## src/hw/rtl/btic_ram.sv

```systemverilog
// Generic single write port, single read port RAM with registered read.
// No dependencies.
module btic_ram #(
  parameter int unsigned WIDTH = 8,
  parameter int unsigned DEPTH = 256
) (
  input  logic                     clk_i,
  input  logic                     we_i,
  input  logic [$clog2(DEPTH)-1:0] waddr_i,
  input  logic [WIDTH-1:0]         wdata_i,
  input  logic                     re_i,
  input  logic [$clog2(DEPTH)-1:0] raddr_i,
  output logic [WIDTH-1:0]         rdata_o
);

  logic [WIDTH-1:0] mem_q [DEPTH];
  logic [WIDTH-1:0] rdata_q;

  always_ff @(posedge clk_i) begin
    if (we_i) begin
      mem_q[waddr_i] <= wdata_i;
    end
    if (re_i) begin
      rdata_q <= mem_q[raddr_i];
    end
  end

  assign rdata_o = rdata_q;

endmodule

```

## config.mk

```make
export PLATFORM = sky130hd
export DESIGN_NAME = btic_ram
export DESIGN_NICKNAME = d
export VERILOG_FILES = /design/src/hw/rtl/btic_ram.sv
export SDC_FILE = /design/constraint.sdc
export NUM_CORES = 2
export LEC_CHECK = 0
export BUFFER_PORTS_ARGS = -buffer_cell sky130_fd_sc_hd__buf_2
export CAP_MARGIN = 0
export CORE_AREA = 2 2 532 270
export CTS_CLUSTER_SIZE = 28
export DETAILED_ROUTE_END_ITERATION = 8
export DIE_AREA = 0 0 534 272
export PLACE_DENSITY = 0.82
export SLEW_MARGIN = 20
export SYNTH_ARGS = -nofsm -noshare
export SYNTH_HDL_FRONTEND = slang
export SYNTH_SLANG_ARGS = --single-unit
export TNS_END_PERCENT = 20
```

## constraint.sdc

```tcl
create_clock -name clk_i -period 2.2 [get_ports clk_i]
set_input_delay 0 -clock clk_i [delete_from_list [all_inputs] [get_ports clk_i]]
set_output_delay 0 -clock clk_i [all_outputs]
set_load 0.005 [all_outputs]
```

==> results.ini <==
[outcome]
status=finished with violations
violations=negative setup slack

[global_route]
grt_max_degree=105
antenna_found_initial=5
grt_pass1_wl_um=322000
track_usage_pct=31.3
first_global_vias=44100
overflow=0

[power]
seq_power_share_pct=55.0
ir_worst_vdd_uv=828
p_sw_share_pct=21.7
clockPowerShare_pct=38.7
p_comb_share_pct=6.3
pwr_density_cell_nw_per_um2=843
netSwitchingPower_mw=17.1
p_int_mw=61.5
leakage_nw=30.2

[placement]
dpl-instance-area_um2=87300
gp_congestion=0.958
dpl.hpwl_um=143000
dp_cells=6165
port_buffers=34

[synth]
avgSynthCellArea_um2=21.3
postSynthRegisterBits=2056
synthCells=3733
yosysUniqueCellTypes=54
syn-cell-area_um2=79600
syn_nets=3760
async_flop_share_pct=0
yosys_warnings=0
synth-edff-count=2056
ys.flop_type=edfxtp_1
seq_area_frac_synth_pct=77.5

[detailed_routing]
vias_per_cell=6.91
drt_iter0_markers=9187
ant_nets=0
wl_um=227000
vias=44800
avgRoutedWirePerCell_um=35.1
first_pass_iters=8
drc=0

[timing]
finalHoldViolations=0
setup_viol=8
fin_setup_tns_ns=-1.28
fin_ws_ns=-0.239
finalClockSkew_ns=0.0890
relSlewSlack_pct=32.9
rsz0062_at_grt=true
timing.fmax_mhz=410
max_slew.worst_pin.slew_ns=1.01
period_needed_ns=2.44
fin_crit_sh_pct=111
maxSlewViolCount=0

[clock_tree]
postCtsSetupBuffers=0
tritoncts=done
clk_latency_ns=0.85
clock_path_buffers=4
clk_pin_slew_ns=0.08
htreeDepth=4
clock-root-buffer=clkbuf_16
clock-sinks=2056
cts-buffers-inserted=166

[floorplan]
die_h_um=272
core_um2=141000
ioPinCount=35
fp.dieW_um=534
initial_core_util_pct=56.4
rows=98
dieArea_um2=145000

[layout]
area_growth_pct=17.0
final_util_pct=66.0
final_common_cell=edfxtp_1
final_layout_size_suffix_gt1_share_pct=33.2
final_cells=6474
final_cell_mix=edfxtp_1, buf_4, mux4_2
nets=4475
regArea_um2=61700
final_cell_area_um2=93200
multi_input_area_um2=16900
num-fill-cells=8263

[worst_setup_path]
crit_chain=mux4_2 > a22oi_1 > a21oi_1 > nor4_2 > nor4_2
critPathArrivalTime_ns=2.98
start_kind=register
required_ns=2.74
end_kind=register
crit_type=reg -> reg
cpMostUsedCell=nor4_2
cpPeakStageDelay_ns=0.63
crit_fanout=1
critPathSlowestCell=nor4_2

[flow_run]
maxCapViolCount=0

[worst_hold_path]
hp-class=in -> reg

[logic make-up after synthesis]
logic type | share of synthesized area (%)
buf+inv | 1.83
simple gates | 2.63
mux | 14.6
flops | 77.5
compound gates | 3.42
[synth_stat cells, types with 10 or more instances]
master / instances / area [µm²]
a211oi_1: 16 / 120
a21oi_1: 96 / 480
a221oi_1: 13 / 114
a22oi_1: 133 / 998
buf_1: 22 / 82.6
buf_2: 31 / 155
buf_4: 27 / 203
buf_6: 21 / 236
buf_8: 13 / 195
clkbuf_1: 111 / 417
edfxtp_1: 2056 / 61700
mux2i_1: 134 / 1340
mux4_2: 454 / 10200
nand2_1: 33 / 124
nand3_1: 34 / 170
nand4_1: 10 / 62.6
nor2_1: 282 / 1060
nor2b_1: 31 / 194
nor3_1: 22 / 110
nor4_1: 24 / 150
o211ai_1: 10 / 75.1
o21ai_0: 10 / 50.1
o221ai_1: 46 / 403
o22ai_1: 28 / 175
[power by group through the flow]
stage                     combinational [mW]  sequential, mW  clock, mW
after global placement                  4.38            44.1          0
after global routing                    5.04            43.2       31.8
final                                   4.92            43.2       30.4
after CTS                               4.70            43.2       30.3
after floorplan                         2.10            44.1          0
after detailed placement                4.53            44.1          0
[sequential cells by signal, indices dropped and copies added (netlist names)]
signal,cells
rdata_o,8
mem_q,2048
[cell type report]
class / count / share of cell area, %
antenna: 3 / 0.00806
timing repair buffer: 780 / 7.36
clock inverter: 91 / 1.03
tap: 1900 / 2.55
clock buffer: 200 / 4.66
multi-input combinational: 1442 / 18.1
sequential: 2056 / 66.3
inverter: 2 / 0.00806
[critical path, delay by kind of cell, from the launching register on]
kind               cells  cell delay (ns)
muxes                  1             0.53
AOI/OAI and AO/OA      2             0.53
DFF                    1             0.37
and+or+nand+nor        2             0.73
[worst paths after layout]
path,end,from,depth (start not counted),slack (ns)
max,rdata_o[2],mem_q[211][2],5,-0.24
min,mem_q[27][3],we_i,4,0.07
max reg2reg,rdata_o[2],mem_q[211][2],5,-0.24
min reg2reg,rdata_o[5],mem_q[32][5],7,1.18
[repair_timing]
| item | in CTS | in global routing |
|---|---|---|
| endpoints found under the hold margin | 976 | 0 |
| pin swaps | 21 | 16 |
| resized for setup | 46 | 22 |
| endpoints found under the setup margin | 8 | 8 |
| hold buffers | 20 | 0 |
[per-stage QoR]
step	hold WS [ns]	power, mW	worst slack, ns
floorplan	0.0989	46.2	0.124
global placement	0.420	48.5	-1.24
detailed placement	0.434	48.6	-0.946
CTS	0.0203	78.2	-0.146
global route	0.0836	80.0	-0.221
finish	0.0716	78.5	-0.239
[layer usage]
layer  GRT usage (%)  part of all wire, %  vias to the layer above
li1                -                    -                    17100
met1            43.2                   34                    22600
met2            43.7                   43                     4402
met3            15.7                   20                      623
met4            9.41                  3.7                       16
met5            2.66                 0.22                        -
Note: power is estimated with default switching activity, not from simulation.
