### src/hw/rtl/btic_pkg.sv
// Package for the bilinear table interpolation core: request codes,
// register indexes, field widths and shared types. No dependencies.
package btic_pkg;

  // Transaction request codes
  typedef enum logic [1:0] {
    REQ_LOOKUP   = 2'd0,
    REQ_WR_SPEED = 2'd1,
    REQ_WR_PRESS = 2'd2,
    REQ_WR_CELL  = 2'd3
  } req_type_e;

  // Register index (byte address bit 2)
  localparam logic REG_SPEED_SCALE  = 1'b0;
  localparam logic REG_OUTPUT_SCALE = 1'b1;

  // Field widths
  localparam int unsigned IDX_W    = 4;
  localparam int unsigned DATA_W   = 8;
  localparam int unsigned VAL_W    = 16;
  localparam int unsigned WT_W     = 7;
  localparam int unsigned SCALE_W  = 8;
  localparam int unsigned OSCALE_W = 10;

  // Arithmetic widths
  localparam int unsigned NUM_W  = 23;  // (v - lo) * 100
  localparam int unsigned WQ_W   = 10;  // quotient bits of weight and divisor dividers
  localparam int unsigned BW_W   = 14;  // blend weight, up to 100 * 100
  localparam int unsigned SUM_W  = 22;  // weighted sum, up to 255 * 10000

  // Constants
  localparam int unsigned PCT_FULL    = 100;
  localparam int unsigned SUM_DIVIDEND = 1000;

  // Four corner cells of a lookup
  typedef struct packed {
    logic [DATA_W-1:0] c_ll;  // low pressure, low speed
    logic [DATA_W-1:0] c_lh;  // low pressure, high speed
    logic [DATA_W-1:0] c_hl;  // high pressure, low speed
    logic [DATA_W-1:0] c_hh;  // high pressure, high speed
  } cells_t;

  // Sideband carried through the final divider
  typedef struct packed {
    logic            lookup;
    logic [WT_W-1:0] sw;
    logic [WT_W-1:0] pw;
  } tail_side_t;

endpackage

### src/hw/rtl/btic_axis.sv
// One axis of the map: breakpoint store and bracket search.
// Depends on btic_pkg.
module btic_axis import btic_pkg::*; #(
  parameter int unsigned TABLE_SIZE = 16
) (
  input  logic                          clk_i,
  input  logic                          wr_en_i,
  input  logic [IDX_W-1:0]              wr_idx_i,
  input  logic [DATA_W-1:0]             wr_data_i,
  input  logic [SCALE_W-1:0]            mul_i,
  input  logic [VAL_W-1:0]              value_i,
  output logic [$clog2(TABLE_SIZE)-1:0] lo_idx_o,
  output logic [$clog2(TABLE_SIZE)-1:0] hi_idx_o,
  output logic [VAL_W-1:0]              lo_val_o,
  output logic [VAL_W-1:0]              hi_val_o
);

  localparam int unsigned IW = $clog2(TABLE_SIZE);

  logic [DATA_W-1:0]     bp_q [TABLE_SIZE];
  logic [VAL_W-1:0]      thr  [TABLE_SIZE];
  logic [TABLE_SIZE-1:0] gt;
  logic [IW-1:0]         first;
  logic                  found;
  logic                  in_range;

  assign in_range = 32'(wr_idx_i) < TABLE_SIZE;

  // Breakpoint writes, out-of-range indexes dropped
  always_ff @(posedge clk_i) begin
    if (wr_en_i && in_range) begin
      bp_q[IW'(wr_idx_i)] <= wr_data_i;
    end
  end

  // Scaled thresholds and compares, one lane per breakpoint
  always_comb begin
    for (int i = 0; i < TABLE_SIZE; i++) begin
      thr[i] = {8'h00, bp_q[i]} * {8'h00, mul_i};
      gt[i]  = value_i > thr[i];
    end
  end

  // First breakpoint not below the input
  always_comb begin
    first = '0;
    found = 1'b0;
    for (int i = TABLE_SIZE - 1; i >= 0; i--) begin
      if (!gt[i]) begin
        first = IW'(i);
        found = 1'b1;
      end
    end
  end

  always_comb begin
    if (!found) begin
      lo_idx_o = IW'(TABLE_SIZE - 1);
      hi_idx_o = IW'(TABLE_SIZE - 1);
    end else if (value_i == thr[first]) begin
      lo_idx_o = first;
      hi_idx_o = first;
    end else begin
      hi_idx_o = first;
      lo_idx_o = (first == '0) ? '0 : first - IW'(1);
    end
  end

  assign lo_val_o = thr[lo_idx_o];
  assign hi_val_o = thr[hi_idx_o];

endmodule

### config.mk
export PLATFORM = sky130hd
export DESIGN_NAME = btic_axis
export DESIGN_NICKNAME = d
export VERILOG_FILES = /design/src/hw/rtl/btic_pkg.sv /design/src/hw/rtl/btic_axis.sv
export SDC_FILE = /design/constraint.sdc
export NUM_CORES = 2
export LEC_CHECK = 0
export BUFFER_PORTS_ARGS = -buffer_cell sky130_fd_sc_hd__buf_2
export CORE_UTILIZATION = 30
export DETAILED_ROUTE_END_ITERATION = 16
export GPL_TIMING_DRIVEN = 0
export MAX_ROUTING_LAYER = met4
export PLACE_DENSITY = 0.44
export SETUP_SLACK_MARGIN = 0.05
export SLEW_MARGIN = 15
export SYNTH_ARGS = -nofsm -noshare
export SYNTH_HDL_FRONTEND = slang
export SYNTH_SLANG_ARGS = --single-unit
### constraint.sdc
create_clock -name clk_i -period 34.2 [get_ports clk_i]
set_clock_uncertainty 0.1 [all_clocks]
set_input_delay 8.55 -clock clk_i [delete_from_list [all_inputs] [get_ports clk_i]]
set_output_delay 8.55 -clock clk_i [all_outputs]
set_load 0.005 [all_outputs]
==> impl_metrics.tcl <==
set metrics [dict create \
    outcome "complete, but fails checks" \
    violations "setup timing" \
    pin_count 78 \
    synth_top_family_by_area "adder cells" \
    dr.pass1.iters 6 \
    rsz0062_at_grt "false" \
    peakVddDrop_mv 0.0444 \
    antenna_found_initial 42 \
    ys_ff_latch 128 \
    hold_ws_ns 8.44 \
    final_nets 7487 \
    setup_slack_ns -0.104 \
    max_cap_viol_count 0 \
    cts_num_sinks 128 \
    root_buffer "clkbuf_16" \
    yosysSeqAreaShare_pct 7.75 \
    nFillCells 17416 \
    place_ws_ns -1.32 \
    hold_viol_final 0 \
    regArea_sq_mm 0.00384 \
    synth_area_sq_mm 0.0496 \
    post_cts_buffers 0 \
    synth_edf_count 128 \
    critPathLaunchType "input pin" \
    synth-simple-area-share_pct 18.8 \
    final_max_slew_viol_count 0 \
    clock_path_buffers 2 \
    critPathCaptureType "output port" \
    die_area_sq_mm 0.167 \
    port_buffers 70 \
    fin_crit_ns 34.30 \
    worstSetupPathType "input pin to output port" \
    grt_pass1_vias 45874 \
    drive_gt1_share_pct 4.94 \
    synth-compound-area-share_pct 13.5 \
    drc 0 \
    top_register "bp_q" \
    hpwlAfterDp_mm 225 \
    stdcell_count 8264 \
    dp_cells 8201 \
    setup_viol 1 \
    synthMuxAreaShare_pct 3.28 \
    fin_util_pct 33.0 \
    hold_path.class "input pin to flop" \
    htree_levels 4 \
    critPathMostFrequentCell "buf_2" \
    cp_max_fo 19 \
    rows 148 \
    die-width_um 409 \
    start_util_pct 30.3 \
    coreArea_sq_mm 0.164 \
    grt_usage_pct 33.9 \
    cts.hold.buffers_added 0 \
    synthAdderAreaFrac_pct 44.2 \
    worstMarginPinSlew_ns 1.40 \
    top_regs "bp_q (128)" \
    ant_nets 0 \
    fin_crit_sh_pct 100 \
    synth.distinct_cells 96 \
    syn_avg_cell_area_sq_um 8.35 \
    synthXorXnorAreaFrac_pct 3.34 \
    max_slew_margin_pct 6.91 \
    syn_to_final_growth_pct 8.75 \
    slowest_delay_ns 1.07 \
    synthesis.nets 7379 \
    die_h_um 409 \
    grt_pass1_wl_mm 378 \
    cts-buffers-inserted 17 \
    drtIter0Drc 4547 \
    yosys_warnings 0 \
    vias 46315 \
    globalRouteOverflowTotal 0 \
    grt_max_degree 22 \
    crit_required_ns 25.55 \
    drt_wl_total_mm 277 \
    netlist_instances 5937 \
    cts.clk_slew.worst_paths_ns 0.07 \
    power_density_mw_per_mm2 77.7 \
    largest_reg_flops 128 \
    wire_per_inst_um 33.5 \
    leakage_nw 26.2 \
    cp.arrival_ns 25.65 \
    max_freq_mhz 29.2 \
    ys.flop_type "edfxtp_1" \
    finalPower_w 0.00419 \
    viasPerCell 5.60 \
    multiInputGateArea_sq_mm 0.0416 \
    cts_tree "yes" \
    gp_congestion 1.15 \
    synth-async-reset-ratio_pct 0 \
    cp_slowest_cell "mux2i_1" \
]
layer usage:
metal | track usage, % | wire [um] | up-vias
met5 | - | 0 | -
met4 | 15.6 | 14400 | 0
met3 | 5.79 | 21800 | 461
met2 | 50.0 | 119000 | 2087
met1 | 44.9 | 122000 | 23675
li1 | - | - | 20092
power by group:
group          switching [W]  internal (W)  total [W]
Clock              0.0000958      0.000108   0.000203
Sequential        0.00000663      0.000176   0.000183
Combinational        0.00274       0.00107    0.00381
Total                0.00284       0.00135    0.00419
repair_timing:
item                       in CTS  in global routing
hold endpoints to repair        0                  0
setup endpoints to repair      17                 14
pin swaps                       0                  0
gates cloned                    0                  0
resized for setup              14                  7
cells in the mapped netlist (12+ instances only):
cell      number  area [sq um]
buf_2         31           155
nor4_1        14          87.6
a21o_1        62           465
a22oi_1       23           173
inv_1        938          3520
clkbuf_1     162           608
nand3_1       68           340
nand2_1      666          2500
o31ai_1       18           135
o21ai_0      135           676
and2_1       597          3730
a221oi_1      14           123
o32ai_1       13           114
a21oi_1      253          1270
o21a_1        34           255
o221ai_1      12           105
nand4_1       55           344
nand2b_1      16           100
mux2i_1      140          1400
and3_1        20           125
a31oi_1       32           200
nor3_1        89           445
mux2_2        19           214
xor2_1        60           526
nor2_1       301          1130
buf_1         23          86.3
o22ai_1       15          93.8
fa_1         576         11500
o211ai_1      76           571
o41ai_1       19           166
ha_1         828         10400
xnor2_1      129          1130
a211oi_1      88           661
o21bai_1      24           180
nor2b_1       31           194
edfxtp_1     128          3840
worst paths after layout:
check | cells after the start | end | start | slack [ns]
setup / recovery | 49 | lo_val_o[1] | mul_i[0] | -0.10
hold / removal | 2 | bp_q[4][7] | wr_idx_i[1] | 8.44
cells by family after synthesis:
kind of cell | count (synthesis)
AO/OA/AOI/OAI | 981
XOR/XNOR | 189
adder cells (fa/ha/maj) | 1406
buffers and inverters | 1173
flip-flops | 128
multiplexers | 160
AND/OR/NAND/NOR | 1900
worst max-delay path: cells and delay by family:
family	cells	cell delay, ns
buf+inv	13	4.72
fa+ha+maj	6	2.07
mux	2	1.75
simple gates	7	1.36
compound gates	19	6.41
xor+xnor	2	0.65
per-stage QoR:
step | TNS [ns] | area [sq um]
CTS | 0 | 53800
global placement | -42.04 | 52700
finish | -0.104 | 53900
detailed placement | -14.14 | 53200
global route | 0 | 53900
floorplan | 0 | 49600
placed cells by master (no fill, tap or decap), drive strengths merged, types with 12 or more instances in the layout:
| master | netlist | final |
|---|---|---|
| edfxtp | 128 | 128 |
| xnor2 | 129 | 129 |
| buf | 69 | 158 |
| and3 | 20 | 20 |
| inv | 940 | 943 |
| a211oi | 91 | 91 |
| o31ai | 20 | 20 |
| a21oi | 255 | 255 |
| nor2 | 301 | 301 |
| a22oi | 23 | 23 |
| mux2 | 20 | 20 |
| fa | 576 | 576 |
| o21ai | 144 | 144 |
| and2 | 597 | 597 |
| nand3 | 68 | 68 |
| a21o | 62 | 62 |
| o41ai | 20 | 20 |
| clkbuf | 162 | 179 |
| o22ai | 16 | 16 |
| o221ai | 12 | 12 |
| o21bai | 24 | 24 |
| o211ai | 77 | 77 |
| nand2 | 666 | 666 |
| a221oi | 15 | 15 |
| nand4 | 56 | 56 |
| xor2 | 60 | 60 |
| nor2b | 31 | 31 |
| ha | 828 | 828 |
| a31oi | 32 | 32 |
| o21a | 34 | 34 |
| o32ai | 13 | 13 |
| mux2i | 140 | 140 |
| diode | 0 | 31 |
| nor3 | 90 | 90 |
| nand2b | 16 | 16 |
| nor4 | 15 | 15 |
layout make-up:
type | count | area share [%]
well taps | 2175 | 5.05
clock inverters | 14 | 0.290
clock buffers | 18 | 0.796
flip-flops and latches | 128 | 7.13
diodes | 31 | 0.144
repair buffers | 90 | 1.12
plain buffers | 230 | 1.87
inverters | 942 | 6.56
multi-input cells | 4636 | 77.0
No activity file was read; power rests on OpenSTA's default activity.
