--- config.mk ---
export PLATFORM = sky130hd
export DESIGN_NAME = btic_div
export DESIGN_NICKNAME = d
export VERILOG_FILES = /design/src/hw/rtl/btic_div.sv
export SDC_FILE = /design/constraint.sdc
export NUM_CORES = 1
export LEC_CHECK = 0
export BUFFER_PORTS_ARGS = -buffer_cell sky130_fd_sc_hd__buf_2
export CORE_UTILIZATION = 30
export DETAILED_ROUTE_END_ITERATION = 10
export PLACE_DENSITY = 0.5
export SETUP_SLACK_MARGIN = 0.4
export SYNTH_ARGS = -nofsm -noshare
export SYNTH_HDL_FRONTEND = slang
export SYNTH_SLANG_ARGS = --single-unit
--- constraint.sdc ---
create_clock -name clk_i -period 5.9 [get_ports clk_i]
set_input_delay 1.18 -clock clk_i [delete_from_list [all_inputs] [get_ports clk_i]]
set_output_delay 1.18 -clock clk_i [all_outputs]
set_load 0.01 [all_outputs]
--- src/hw/rtl/btic_div.sv ---
// Pipelined restoring divider, one quotient bit per stage, with sideband.
// Requires num < den * 2**QW. Depends on nothing.
module btic_div #(
  parameter int unsigned NW = 22,
  parameter int unsigned DW = 10,
  parameter int unsigned QW = 22,
  parameter int unsigned SW = 1
) (
  input  logic          clk_i,
  input  logic          rst_ni,
  input  logic          en_i,
  input  logic          valid_i,
  input  logic [NW-1:0] num_i,
  input  logic [DW-1:0] den_i,
  input  logic [SW-1:0] side_i,
  output logic          valid_o,
  output logic [QW-1:0] quo_o,
  output logic [SW-1:0] side_o
);

  localparam int unsigned CW = NW + DW + QW;

  logic [NW-1:0] rem_q  [QW];
  logic [DW-1:0] den_q  [QW];
  logic [QW-1:0] quo_q  [QW];
  logic [SW-1:0] side_q [QW];
  logic [QW-1:0] vld_q;

  for (genvar k = 0; k < QW; k++) begin : g_stage
    logic [NW-1:0] rem_in;
    logic [DW-1:0] den_in;
    logic [QW-1:0] quo_in;
    logic [SW-1:0] side_in;
    logic          vld_in;
    logic [CW-1:0] cand;
    logic [CW-1:0] diff;
    logic          ge;

    if (k == 0) begin : g_first
      assign rem_in  = num_i;
      assign den_in  = den_i;
      assign quo_in  = '0;
      assign side_in = side_i;
      assign vld_in  = valid_i;
    end else begin : g_next
      assign rem_in  = rem_q[k-1];
      assign den_in  = den_q[k-1];
      assign quo_in  = quo_q[k-1];
      assign side_in = side_q[k-1];
      assign vld_in  = vld_q[k-1];
    end

    // Trial subtract of the shifted divisor
    assign cand = CW'(den_in) << (QW - 1 - k);
    assign diff = CW'(rem_in) - cand;
    assign ge   = CW'(rem_in) >= cand;

    always_ff @(posedge clk_i or negedge rst_ni) begin
      if (!rst_ni) begin
        vld_q[k] <= 1'b0;
      end else if (en_i) begin
        vld_q[k] <= vld_in;
      end
    end

    always_ff @(posedge clk_i) begin
      if (en_i) begin
        rem_q[k]  <= ge ? NW'(diff) : rem_in;
        den_q[k]  <= den_in;
        quo_q[k]  <= quo_in | (QW'(ge) << (QW - 1 - k));
        side_q[k] <= side_in;
      end
    end
  end

  assign valid_o = vld_q[QW-1];
  assign quo_o   = quo_q[QW-1];
  assign side_o  = side_q[QW-1];

endmodule
==> summary.md, run 1 <==
The flow ran to the end, and the final reports show no timing, DRC or antenna violations. Leading cell type by number of instances after synthesis: sky130_fd_sc_hd__edfxtp_1. The sequential share of power was 0.472; the worst slew margin relative to its limit was 0.340. The count of cells in the finished layout, fillers not included, comes to 4778. Counting instances, the worst hold path has a depth of 0. The slowest stage of the critical path is the sky130_fd_sc_hd__nand4_1 cell.

The floorplan die width was 373 microns; the number of max-slew violations in the final report was 0. In the synthesized netlist the dominant register cell turns out to be sky130_fd_sc_hd__edfxtp_1. Static leakage power: 17.3 nW. STA classifies the critical path startpoint as a flip-flop. The reg2reg setup slack is 2.62 ns, and the post-synthesis xor/xnor area fraction is 0.0305.

For the layout filler cell count, the log shows 13100. The shortest clock period the worst path allows after layout came out at 3.28 ns. The share of the clock period used by the worst path after layout is 0.555, and the initial core utilization is 0.304. For the final database, setup skew stands at 0.0665 ns.

In this run, synthesis produced a sequential element count of 969. The tools report the number of nets in the finished design as 3135. Cell internal power was estimated by the tool at 14.4 mW.

The setup TNS after final layout came out at 0 ns. Post-detailed-route count of antenna-violating nets: 0. Power spread over the standard cell area amounts to 412 mW/mm^2.

The average wire per standard cell came out at 15.7 microns. The clock drives 969 sinks. The share of power burned in combinational logic is 0.175, and the total of buffers placed on input and output ports is 60. The multiplexer share of the synthesized area was 0.0352.

Based on the critical path, the design can be clocked at up to 305 MHz. The sequential share of the synthesized area is 0.701. The async set or reset register ratio after synthesis was 0.0227; the post-route DRC violation count was 0. The top cell type's share of synthesized area is 0.688. For this block, the routed nets add up to 74800 microns of wire. STA puts the critical path data arrival time at 3.69 ns.

The Yosys step of the flow raised 0 warnings. The core region is 0.136 sq mm. The die covers 0.139 sq mm. Endpoint with the worst hold slack: quo_q[2][94]$_DFFE_PP_.

The post-synthesis share of cell area spent on and, or, nand and nor gates is 0.0775, and the least setup slack across all paths after layout is 2.62 ns. The endpoint type of the worst setup path was a flip-flop. The detailed router finished its first iteration with 1348 violations.

The startpoint identified for the worst register-to-register timing path is rem_q[13][8]$_DFFE_PP_. The first-pass GRT wire length came out at 120000 microns. Detailed placement finished with a half-perimeter wire length of 51400 microns. Gates resized during post-CTS repair numbered 0. The per-cell via count in the routed design was 4.52; the growth of design area from synthesis to finish was 15.4%.

After clock tree synthesis, the flow added hold-fix buffers numbering 0. At the end of routability-driven placement, the weighted congestion stood at 0.811. By area the synthesized netlist is led by sky130_fd_sc_hd__edfxtp_1, sky130_fd_sc_hd__ha_1, sky130_fd_sc_hd__mux2_2, sky130_fd_sc_hd__inv_1, sky130_fd_sc_hd__xnor2_1. The switching fraction of total power is 0.268. In this run the most critical hold path is launched from quo_q[2][72]$_DFFE_PP_. In this design, the largest share of critical-path delay is due to simple AND/OR/NAND/NOR gates.

The chip height works out to 373 microns. Type of the worst setup path: flip-flop to flip-flop. The number of global-route vias before repair was 21800. TritonCTS built the clock tree. The share of post-route cells with drive strength above 1 came out at 0.127. Synthesis handed over a netlist of 2739 instances. The total CTS buffers is 111. After clock tree synthesis, the clock-pin slew on the worst setup and hold paths is 0.06 ns. The overall global routing resource usage came out at 0.108.

The biggest area contributor in the post-synthesis netlist is sky130_fd_sc_hd__edfxtp_1. Walking the worst path, the cells encountered are ha_1, nor2b_1, o31a_1, o41ai_1, nand4_1, nor4b_1, xor2_1. Entering global routing, the biggest net connects 146 pins.

The number of rows in the core area came out at 135. Type of the most critical hold path: flip-flop to flip-flop. The share of synthesized cell area in full adder, half adder and majority cells was 0.0626; the worst IR drop on VDD was 0.284 mV.

The number of flops mapped to enable cells by yosys is 947, and the setup violation total in the final timing report is 0. Fraction of the core area covered by cells at the end of the flow: 0.350. The synthesized-area fraction occupied by ao, oa, aoi and oai cells came out at 0.0684. The tools report the master cell of the clock root buffer as sky130_fd_sc_hd__clkbuf_16. The max capacitance violation total is 0. Once the clock tree was built, the setup fixing pass inserted 0 buffers.

In this run, distinct cell masters in the synthesized netlist total 76. The number of buffer and inverter instances along the worst setup path was 0. In this run the deepest clock path goes through 3 buffers. In this run the critical register-to-register path is captured at rem_q[14][21]$_DFFE_PP_. The synthesized net count was 2971.

The cell area that synthesis handed to floorplanning was 0.0413 sq mm. The total count of hold-check failures in the final report came out at 0. At the pin with the least slew margin, the transition time is 0.990 ns.

A synthesized cell averages 15.1 sq um. Level count of the clock H-tree: 3. At the worst endpoint, the required time is 6.31 ns. Counting tap cells, the placed design contains a total of 4571 instances. The first detailed-routing pass took 7 iterations.

The tools report the net switching power as 5.27 mW. For the total grt overflow, the log shows 0. The I/O pin total came out at 61. Total via count in the routed design: 21600. The dominant combinational cell family by area after synthesis was simple AND/OR/NAND/NOR gates. The run gives 2.63 ns as the post-placement setup slack. Sorting the synthesized cells by how often they occur yields sky130_fd_sc_hd__edfxtp_1, sky130_fd_sc_hd__inv_1, sky130_fd_sc_hd__ha_1, sky130_fd_sc_hd__nor2_1, sky130_fd_sc_hd__a21oi_1. The highest fanout seen on the critical path was 20; the share of power burned in the clock network was 0.352.

The later-pin clock latency in the skew report was 0.73 ns. Counting cells, the worst reg-to-reg path comes to 7. After layout, the design draws a total of 19.6 mW. The run gives 0 as the initial antenna violation count.

Setup repair after global routing left no endpoint under its margin. For this run, the slowest stage of the critical path takes 0.77 ns.
==> final cells by class <==
type	instances	area [sq um]	share of cell area
Sequential cell	969	29000	0.608
Multi-Input combinational cell	1502	11300	0.238
Clock buffer	138	2880	0.0603
Tap cell	1781	2230	0.0467
Inverter	240	901	0.0189
Clock inverter	68	843	0.0177
Timing Repair Buffer	79	528	0.0111
Antenna cell	1	2.50	0.0000524
==> worst reg2reg max path, stage by stage, from the launching register on <==
cell and delay [ns]:
sky130_fd_sc_hd__edfxtp_1 0.44, sky130_fd_sc_hd__ha_1 0.34, sky130_fd_sc_hd__nor2b_1 0.15, sky130_fd_sc_hd__o31a_1 0.29, sky130_fd_sc_hd__o41ai_1 0.44, sky130_fd_sc_hd__nand4_1 0.77
sky130_fd_sc_hd__nor4b_1 0.42, sky130_fd_sc_hd__xor2_1 0.16
==> sequential cells by signal, summed over array words and instances (netlist names) <==
name / count
g_stage.vld_in: 21
quo_q: 253
side_q: 22
valid_o: 1
rem_q: 462
den_q: 210
==> cells in the final DEF (no fill, tap or decap), drive strengths merged, types with 11 or more instances in the layout <==
cell and instances:
nand2b 22, nand4b 11, nand2 94, nor4 64, a31oi 19, mux2 106
mux2i 26, buf 79, nor4b 18, bufinv 14, dfrtp 22, nor3 50
edfxtp 947, or3 14, or2 14, o21a 28, o21ai 113, a21oi 118
clkinv 41, a21boi 12, nand3 39, nand4 25, xnor2 85, fa 20
a211oi 20, a21o 36, clkbuf 138, xor2 59, ha 175, inv 247
o21bai 12, nor2 134, or4 20, o31a 15, nor2b 47
==> stage by stage <==
stage	hold WS [ns]	cell area [sq um]
2_1_floorplan	0.400	41300
3_3_place_gp	0.400	44000
3_5_place_dp	0.405	44000
4_1_cts	0.347	47700
5_1_grt	0.356	47700
6_report	0.358	47700
==> kinds of logic after synthesis <==
logic type | count (synthesis)
compound gates | 441
xor+xnor | 144
fa+ha+maj | 195
buf+inv | 268
flops | 969
mux | 132
simple gates | 590
==> worst max-delay path by stage <==
stage	startpoint	depth (start not counted)	endpoint	slack [ns]
2_1_floorplan	rem_q[18][2]$_DFFE_PP_	11	rem_q[19][3]$_DFFE_PP_	3.13
3_3_place_gp	rem_q[18][2]$_DFFE_PP_	9	rem_q[19][3]$_DFFE_PP_	2.57
3_5_place_dp	rem_q[18][2]$_DFFE_PP_	9	rem_q[19][3]$_DFFE_PP_	2.63
4_1_cts	den_q[13][1]$_DFFE_PP_	8	rem_q[14][21]$_DFFE_PP_	2.61
5_1_grt	rem_q[13][8]$_DFFE_PP_	7	rem_q[14][21]$_DFFE_PP_	2.33
6_report	rem_q[13][8]$_DFFE_PP_	7	rem_q[14][21]$_DFFE_PP_	2.62
==> power groups by stage <==
| stage | Sequential (mW) | Clock, mW | Combinational, mW |
|---|---|---|---|
| floorplan | 9.15 | 0 | 2.65 |
| global placement | 9.44 | 0 | 3.43 |
| detailed placement | 9.43 | 0 | 3.45 |
| CTS | 9.30 | 7.18 | 3.48 |
| global route | 9.39 | 7.42 | 3.90 |
| finish | 9.28 | 6.92 | 3.45 |
==> layer usage <==
layer | track usage | up-vias | part of all wire
met5 | 0 | - | 0
met4 | 0.0405 | 0 | 0.028
met3 | 0.0205 | 136 | 0.039
met2 | 0.174 | 321 | 0.46
met1 | 0.143 | 10400 | 0.47
li1 | - | 10800 | -
No activity file was read; power rests on OpenSTA's default activity.
==> inputs of run 2 (changes only) <==
Settings changed: PLACE_DENSITY 0.5 to 0.51.
Clock period 5.9 ns to 2.8 ns, I/O delays scaled along.
==> summary.md, run 2 (synthesis results as in run 1) <==
For the number of rows in the core area, the log shows 135. The critical path in this run is classified as flip-flop to flip-flop. In the final layout, the registers with the most flip-flops are rem_q: 462 flops, quo_q: 253 flops, den_q: 210 flops. The timing startpoint of the critical path was rem_q[19][14]$_DFFE_PP_. The clock transition at the registers of the reported paths was 0.06 ns. Ranked by flip-flop count, first place goes to rem_q. The global-route met2 utilization was 0.194. The run gives 0 ns as the setup TNS after final layout. The logs give 0 for the total grt overflow and 0.0534 sq mm for the cell area after layout.

The initial antenna violation count was 0; the fraction of the core area covered by cells at the end of the flow was 0.392. Setup repair after global routing could not meet its margin everywhere. The highest fanout seen on the critical path is 5. The tool flagged a number of max-cap violations equal to 0.

From synthesis to final layout, the design area changed by 29.1%. TritonCTS built the clock tree. After detailed placement, the design holds a cell count of 4663.

For this block, the initial DRC count from the detailed router was 1107. The later-pin clock latency in the skew report is 0.73 ns, and the HPWL reported at the end of detailed placement is 54300 microns. The post-route DRC violation count came out at 0. The share of the clock period used by the worst path after layout came out at 0.924. The cell seen most often among critical-path stages was sky130_fd_sc_hd__or4_4. Worst IR drop on VDD: 0.580 mV. For the worst setup path, the data arrival time is 3.05 ns. Setup violations remaining at the end of the flow were counted as 0. Summing all placed instances gives a cell area of 0.0449 sq mm. In the final layout, flip-flops and latches occupy 0.0290 sq mm.

Buffers placed on the I/O ports in this run total 60. STA classifies the critical path startpoint as a flip-flop. The run gives 128000 microns as the first-pass GRT wire length. The startpoint identified for the worst register-to-register timing path is rem_q[19][14]$_DFFE_PP_. CTS saw 969 sinks. Peak-usage layer in the global routing report: met2.

The tools report the worst slew margin relative to its limit as 0.608. The worst-margin pin slew was 0.584 ns; the post-detailed-routing wire length was 82800 microns. The number of clock buffers added by TritonCTS is 109. The number of flip-flops under the largest register name is 462. The tree is rooted in a sky130_fd_sc_hd__clkbuf_16. The tools report the pin count of the biggest net entering global routing as 87.

The number of diodes is 0. In the final layout, the multi-input gates occupy 0.0140 sq mm. After detailed routing, the number of vias per cell comes to 4.56. The largest individual stage delay along the critical path comes from the cell sky130_fd_sc_hd__or4_4. Walking the worst path, the cells encountered are or4_4, or4_4, a211o_4, nor2_8, buf_12, nor4_4, xor2_1. The number of max-slew violations in the final report is 0, and the fmax is 386 MHz. The fraction of met1 tracks used by global routing came out at 0.146. The floorplan die width works out to 373 microns.

The finished layout holds 5102 standard cells, fillers aside. The shortest clock period the worst path allows after layout is 2.59 ns. For the worst setup path, the data required time is 3.26 ns. The power per cell area was 832 mW/mm^2; the layout filler cell count was 12500.

The logs give 3462 for the number of nets in the finished design and 0.0938 ns for the post-route worst hold slack. The level count of the clock H-tree is 3. The initial core utilization is 0.304, and the placeable core region is 0.136 sq mm. The run finished with clean final reports. Endpoint type of the worst setup path: a flip-flop.

In this run the vertical extent of the chip is 373 microns. The largest single stage delay on the critical path is 0.55 ns. Once detail routing completed, the nets flagged for antenna violations numbered 0. For the I/O pin total, the log shows 61. The static leakage power is 19.5 nW, and the overall global routing resource usage is 0.115.

The first detailed-routing pass took 5 iterations. The worst hold path begins at valid_i. Leaving out fill and tap cells, the most frequent cell in the layout is sky130_fd_sc_hd__edfxtp_1. The share of post-route cells with drive strength above 1 was 0.303; the total via count in the routed design was 23300. The type of the most critical hold path is input port to flip-flop.

The met3 routing resource usage after global routing is 0.0232. The congestion estimate from routability-driven global placement came to 0.788. The total count of hold-check failures in the final report came out at 0. The average wire per standard cell is 16.2 microns, and the setup skew after layout is 0.0625 ns.

For the area of the die, the log shows 0.139 sq mm. The top cell types in the final layout, fill and taps aside, are sky130_fd_sc_hd__edfxtp_1, sky130_fd_sc_hd__buf_4, sky130_fd_sc_hd__inv_1, sky130_fd_sc_hd__clkbuf_16, sky130_fd_sc_hd__nor2_1. The run gives 3 as the number of buffers on the longest clock path. The number of global-route vias before repair was 23500.
run 2: cell types whose count changed in the layout (fill, tap and decap cells not counted), sizes merged:
cell	previous run	this run
a211o	4	5
buf	79	372
bufinv	14	12
clkbuf	138	140
clkinv	41	38
clkinvlp	6	10
diode	1	0
dlygate4sd3	0	33
inv	247	243
nor2	134	135
run 2: repair_timing:
| action | 4_1_cts | 5_1_grt |
|---|---|---|
| cloned | 9 | 1 |
| endpoints found under the setup margin | 202 | 214 |
| pin swaps | 87 | 137 |
| gates resized for setup | 264 | 323 |
| hold buffers | 33 | 0 |
| setup buffers | 105 | 89 |
| hold endpoints to repair | 54 | 0 |
run 2: worst paths after layout:
kind	endpoint	slack (ns)	cells past startpoint
setup / recovery	rem_q[20][15]$_DFFE_PP_	0.21	7
hold / removal	g_stage[1].vld_in$_DFFE_PN0P_	0.09	2
setup reg to reg	rem_q[20][15]$_DFFE_PP_	0.21	7
hold reg to reg	quo_q[2][71]$_DFFE_PP_	0.36	0
max in group asynchronous	g_stage[16].vld_in$_DFFE_PN0P_	2.11	2
min in group asynchronous	g_stage[13].vld_in$_DFFE_PN0P_	0.32	2
run 2: layer usage:
metal | wire length [microns] | vias up
met1 | 36900 | 11400
met5 | 0 | -
met2 | 40400 | 326
met3 | 3160 | 150
li1 | - | 11400
met4 | 2320 | 0
run 2: layout make-up:
class,count,share of cell area
inverters,240,0.0169
repair buffers,406,0.0681
well taps,1781,0.0417
clock buffers,139,0.0536
multi-input cells,1504,0.262
clock inverters,63,0.0144
flip-flops and latches,969,0.543
run 2: power breakdown:
group          switching, mW  total [mW]  internal (mW)
sequential              1.37        19.7           18.3
combinational           5.06        10.4           5.34
clock                   5.93        14.3           8.38
run 2: per-stage QoR:
stage	setup WS (ns)	total power, mW
after global routing	0.116	46.7
final	0.212	44.4
after detailed placement	0.0363	27.6
after global placement	0.0668	27.6
after floorplan	0.308	24.9
after CTS	0.229	43.5
run 2: worst max-delay path, delay by kind of cell (launching register included):
family	cells	cell delay (ns)
buffers and inverters	1	0.15
AND/OR/NAND/NOR	4	1.23
flip-flops	1	0.41
AO/OA/AOI/OAI	1	0.34
XOR/XNOR	1	0.19
==> inputs of run 3 (changes only) <==
Settings changed: ABC_AREA from default to 1, CORE_UTILIZATION 30 to 26, CTS_BUF_LIST from default to sky130_fd_sc_hd__clkbuf_4 sky130_fd_sc_hd__clkbuf_8 sky130_fd_sc_hd__clkbuf_16, PLACE_DENSITY 0.51 to 0.47.
==> summary.md, run 3 <==
For the count of clock tree sinks, the log shows 969. Type of the worst setup path: flip-flop to flip-flop. The cell count after synthesis came out at 3929. In this run the standard cell core region covers 0.169 sq mm. The share of the clock period used by the worst path after layout was 0.809; the detailed router's first-iteration violation count was 1636. I/O pin total: 61.

The terminus of the critical flop-to-flop path is rem_q[15][10]$_DFFE_PP_. The worst setup path is captured at a flip-flop. In the final timing run, aggregate negative setup slack is 0 ns. The worst-margin pin slew is 0.549 ns, and the worst slew margin relative to its limit is 0.630.

The shortest clock period the worst path allows after layout came out at 2.27 ns. The average wire per standard cell is 14.4 microns. Setup slack on the worst reg-to-reg path comes out at 0.53 ns.

In this run the worst hold path is classified as input port to flip-flop. The area of the die is 0.172 sq mm, and the setup violation total in the final timing report is 0. The tools report the later-pin clock latency in the skew report as 0.76 ns. In the detailed route, the total length drawn on met3 is 3450 microns. In the final design database the tool counted 4380 nets.

In the synthesized netlist, the cells that appear most often are sky130_fd_sc_hd__nand2_1, sky130_fd_sc_hd__edfxtp_1, sky130_fd_sc_hd__inv_1, sky130_fd_sc_hd__nor2_1, sky130_fd_sc_hd__nand3_1. Data arrives at the worst endpoint at 2.73 ns. Once placement finished, the instance area stood at 0.0476 sq mm. The overall global routing resource usage was 0.107; the async set or reset register ratio after synthesis was 0.0227. The fmax came out at 441 MHz. The top cell types in the final layout, fill and taps aside, are sky130_fd_sc_hd__nand2_1, sky130_fd_sc_hd__edfxtp_1, sky130_fd_sc_hd__inv_1, sky130_fd_sc_hd__nor2_1, sky130_fd_sc_hd__nand3_1. The cell type group with the largest total delay on the critical path was compound AO/OA/AOI/OAI gates.

For this run, the detailed router's first-pass iteration total came to 6. The number of buffer and inverter instances along the worst setup path is 1. The post-route DRC violation count is 0, and the max capacitance violation total is 0. The run gives 1 as the initial antenna violation count. For the met1 wire length, the log shows 41600 microns.

Uppermost layer routed: met4. The run gives 0.306 as the fraction of the core area covered by cells at the end of the flow. The number of global-route vias before repair is 27100. The analysis attributes to cell leakage a power of 20.9 nW. The clock tree synthesis step divided the H-tree into 3 levels. The slowest stage of the critical path is the sky130_fd_sc_hd__edfxtp_1 cell. The setup skew after layout is 0.0718 ns, and the cell area after layout is 0.0519 sq mm. The synthesized cell area is 0.0444 sq mm. Summing over every cut layer, the via total after detailed routing is 27100. The worst IR drop on VDD is 0.495 mV. The first-pass GRT wire length was 147000 microns.

For the worst setup path, the data required time is 3.26 ns. The most common cell in the synthesized netlist is sky130_fd_sc_hd__nand2_1. Clock tree synthesis selected as its root buffer the cell sky130_fd_sc_hd__clkbuf_16. The synthesized design spends more area on one cell type than any other, namely sky130_fd_sc_hd__edfxtp_1. The worst hold path passes through 3 cells.

The synthesized net count is 4161, and the share of post-route cells with drive strength above 1 is 0.105. The logic depth of the worst register-to-register path works out to 8. The largest registers in the layout are rem_q: 462 flops, quo_q: 253 flops, den_q: 210 flops. Ranked by total cell area, the synthesized netlist is headed by sky130_fd_sc_hd__edfxtp_1, sky130_fd_sc_hd__nand2_1, sky130_fd_sc_hd__ha_1, sky130_fd_sc_hd__inv_1, sky130_fd_sc_hd__nor2_1.

The startpoint identified for the worst register-to-register timing path is rem_q[14][11]$_DFFE_PP_. The tightest hold path in the finished design has a slack of 0.0854 ns. Final weighted congestion of routability-driven global placement: 0.853.

For the number of max-slew violations in the final report, the log shows 0. From synthesis to final layout, the design area changed by 17.0%. The floorplan die width works out to 415 microns.

The count of buffers added on input and output ports is 60. Setup repair after global routing could not meet its margin everywhere. The total overflow left after global routing is 0. For this run, the slowest stage of the critical path takes 0.42 ns. The register with the most flip-flops in the layout has 462 of them. The synthesized design contains 947 enable-type register cells. Clock-pin slew was measured on the worst setup and hold paths at 0.06 ns.

For the total count of hold-check failures in the final report, the log shows 0. In the synthesized netlist the dominant register cell turns out to be sky130_fd_sc_hd__edfxtp_1. For this design the ratio of total power to cell area is 843 mW/mm^2. The number of clock buffers added by TritonCTS is 106. The startpoint type of the worst setup path was a flip-flop. The chip height works out to 415 microns. Initial core utilization: 0.262. The flow ran to the end, and the final reports show no timing, DRC or antenna violations.

More flip-flops sit in one register than any other, and that register is rem_q. The top cell type's share of synthesized area works out to 0.641. For hold timing, the worst endpoint is g_stage[1].vld_in$_DFFE_PN0P_.

The critical path starts at rem_q[14][11]$_DFFE_PP_. TritonCTS built the clock tree. Walking the worst path, the cells encountered are ha_1, a21oi_1, o21ai_0, nand2_1, nand3_2, nor2_4, buf_4, o21ai_2. A synthesized cell averages 11.3 sq um.

The number of diodes is 0, and the post-detailed-route count of antenna-violating nets is 0. The library cell used most frequently in the layout, excluding fill and tap cells, is sky130_fd_sc_hd__nand2_1. Yosys printed 0 warnings. The tools report the HPWL reported at the end of detailed placement as 68200 microns. Along the worst path, the maximum fanout reaches 12.

The floorplan has 151 rows. Summing internal, switching and leakage power gives 43.8 mW. The length of routed met2 wiring is 45400 microns, and the number of distinct library cells after synthesis is 54. In the routed layout, each cell is associated on average with a via count of 4.20. The tools report the post-detailed-routing wire length as 92800 microns.

Synthesis inferred 969 register bits. For the sequential share of the synthesized area, the log shows 0.653. The run gives 92 as the pin count of the biggest net entering global routing. The worst hold path begins at valid_i.

The number of buffers on the longest clock path came out at 3.
## run 3: changes by cell type in the layout (fill, tap and decap cells not counted), moves of 37 or more
cell                      before  now
sky130_fd_sc_hd__ha_4         55    0
sky130_fd_sc_hd__ha_1        105  174
sky130_fd_sc_hd__nor2b_1      38    1
sky130_fd_sc_hd__nor2_1      110  342
sky130_fd_sc_hd__a21oi_1      88  132
sky130_fd_sc_hd__nand3_1      27  182
sky130_fd_sc_hd__nand4_1      25   90
sky130_fd_sc_hd__mux2_4       49    0
sky130_fd_sc_hd__inv_1       221  515
sky130_fd_sc_hd__buf_4       225   34
sky130_fd_sc_hd__nand2_1      82  982
sky130_fd_sc_hd__buf_6        53    1
sky130_fd_sc_hd__mux2_2       57    0
## run 3: cell families after synthesis
| kind of cell | after synthesis | share of synthesized area |
|---|---|---|
| AOI/OAI and AO/OA | 315 | 0.0430 |
| DFF | 969 | 0.653 |
| xor gates and xnor gates | 115 | 0.0227 |
| and+or+nand+nor | 1772 | 0.172 |
| buffers and inverters | 563 | 0.0509 |
| adders and majority gates | 195 | 0.0583 |
## run 3: metrics by stage
step	cells	setup slack, ns
finish	6457	0.534
global route	6457	0.399
CTS	6441	0.395
detailed placement	6207	0.328
global placement	6207	0.351
floorplan	3929	0.723
## run 3: how the worst max path moves through the flow
| stage | endpoint | slack [ns] | cells past startpoint |
|---|---|---|---|
| detailed placement | rem_q[13][14]$_DFFE_PP_ | 0.33 | 10 |
| floorplan | rem_q[19][11]$_DFFE_PP_ | 0.72 | 13 |
| CTS | rem_q[19][13]$_DFFE_PP_ | 0.40 | 12 |
| finish | rem_q[15][10]$_DFFE_PP_ | 0.53 | 8 |
| global placement | rem_q[8][19]$_DFFE_PP_ | 0.35 | 7 |
| global route | rem_q[19][10]$_DFFE_PP_ | 0.40 | 12 |
## run 3: tightest hold or removal path, stage by stage
cell and delay, ns:
sky130_fd_sc_hd__buf_2 0.10, sky130_fd_sc_hd__nand2_1 0.04, sky130_fd_sc_hd__o21ai_0 0.06
## run 3: timing repair
| item | 4_1_cts | 5_1_grt |
|---|---|---|
| hold buffers | 33 | 0 |
| endpoints found under the setup margin | 29 | 107 |
| pin swaps | 2 | 5 |
| resized for setup | 4 | 25 |
| endpoints found under the hold margin | 54 | 0 |
| buffers inserted | 2 | 16 |
## run 3: where the power goes
group	internal, mW	switching [mW]	leakage [nW]	total, mW
registers	18.3	1.34	9.46	19.6
clock network	8.52	5.98	1.82	14.5
logic	3.54	6.14	9.57	9.68
total	30.3	13.5	20.9	43.8
## run 3: cell type report
cell class	count	area (sq um)
flip-flops and latches	969	29000
fillers	17200	118000
well taps	2218	2780
clock buffers	125	2800
repair buffers	144	1230
clock inverters	74	903
inverters	530	2000
multi-input cells	2397	13200
## run 3: per-layer routing
| metal | vias up | GRT usage |
|---|---|---|
| li1 | 13800 | - |
| met1 | 12800 | 0.134 |
| met2 | 351 | 0.185 |
| met3 | 144 | 0.0217 |
| met4 | 0 | 0.0351 |
| met5 | - | 0 |
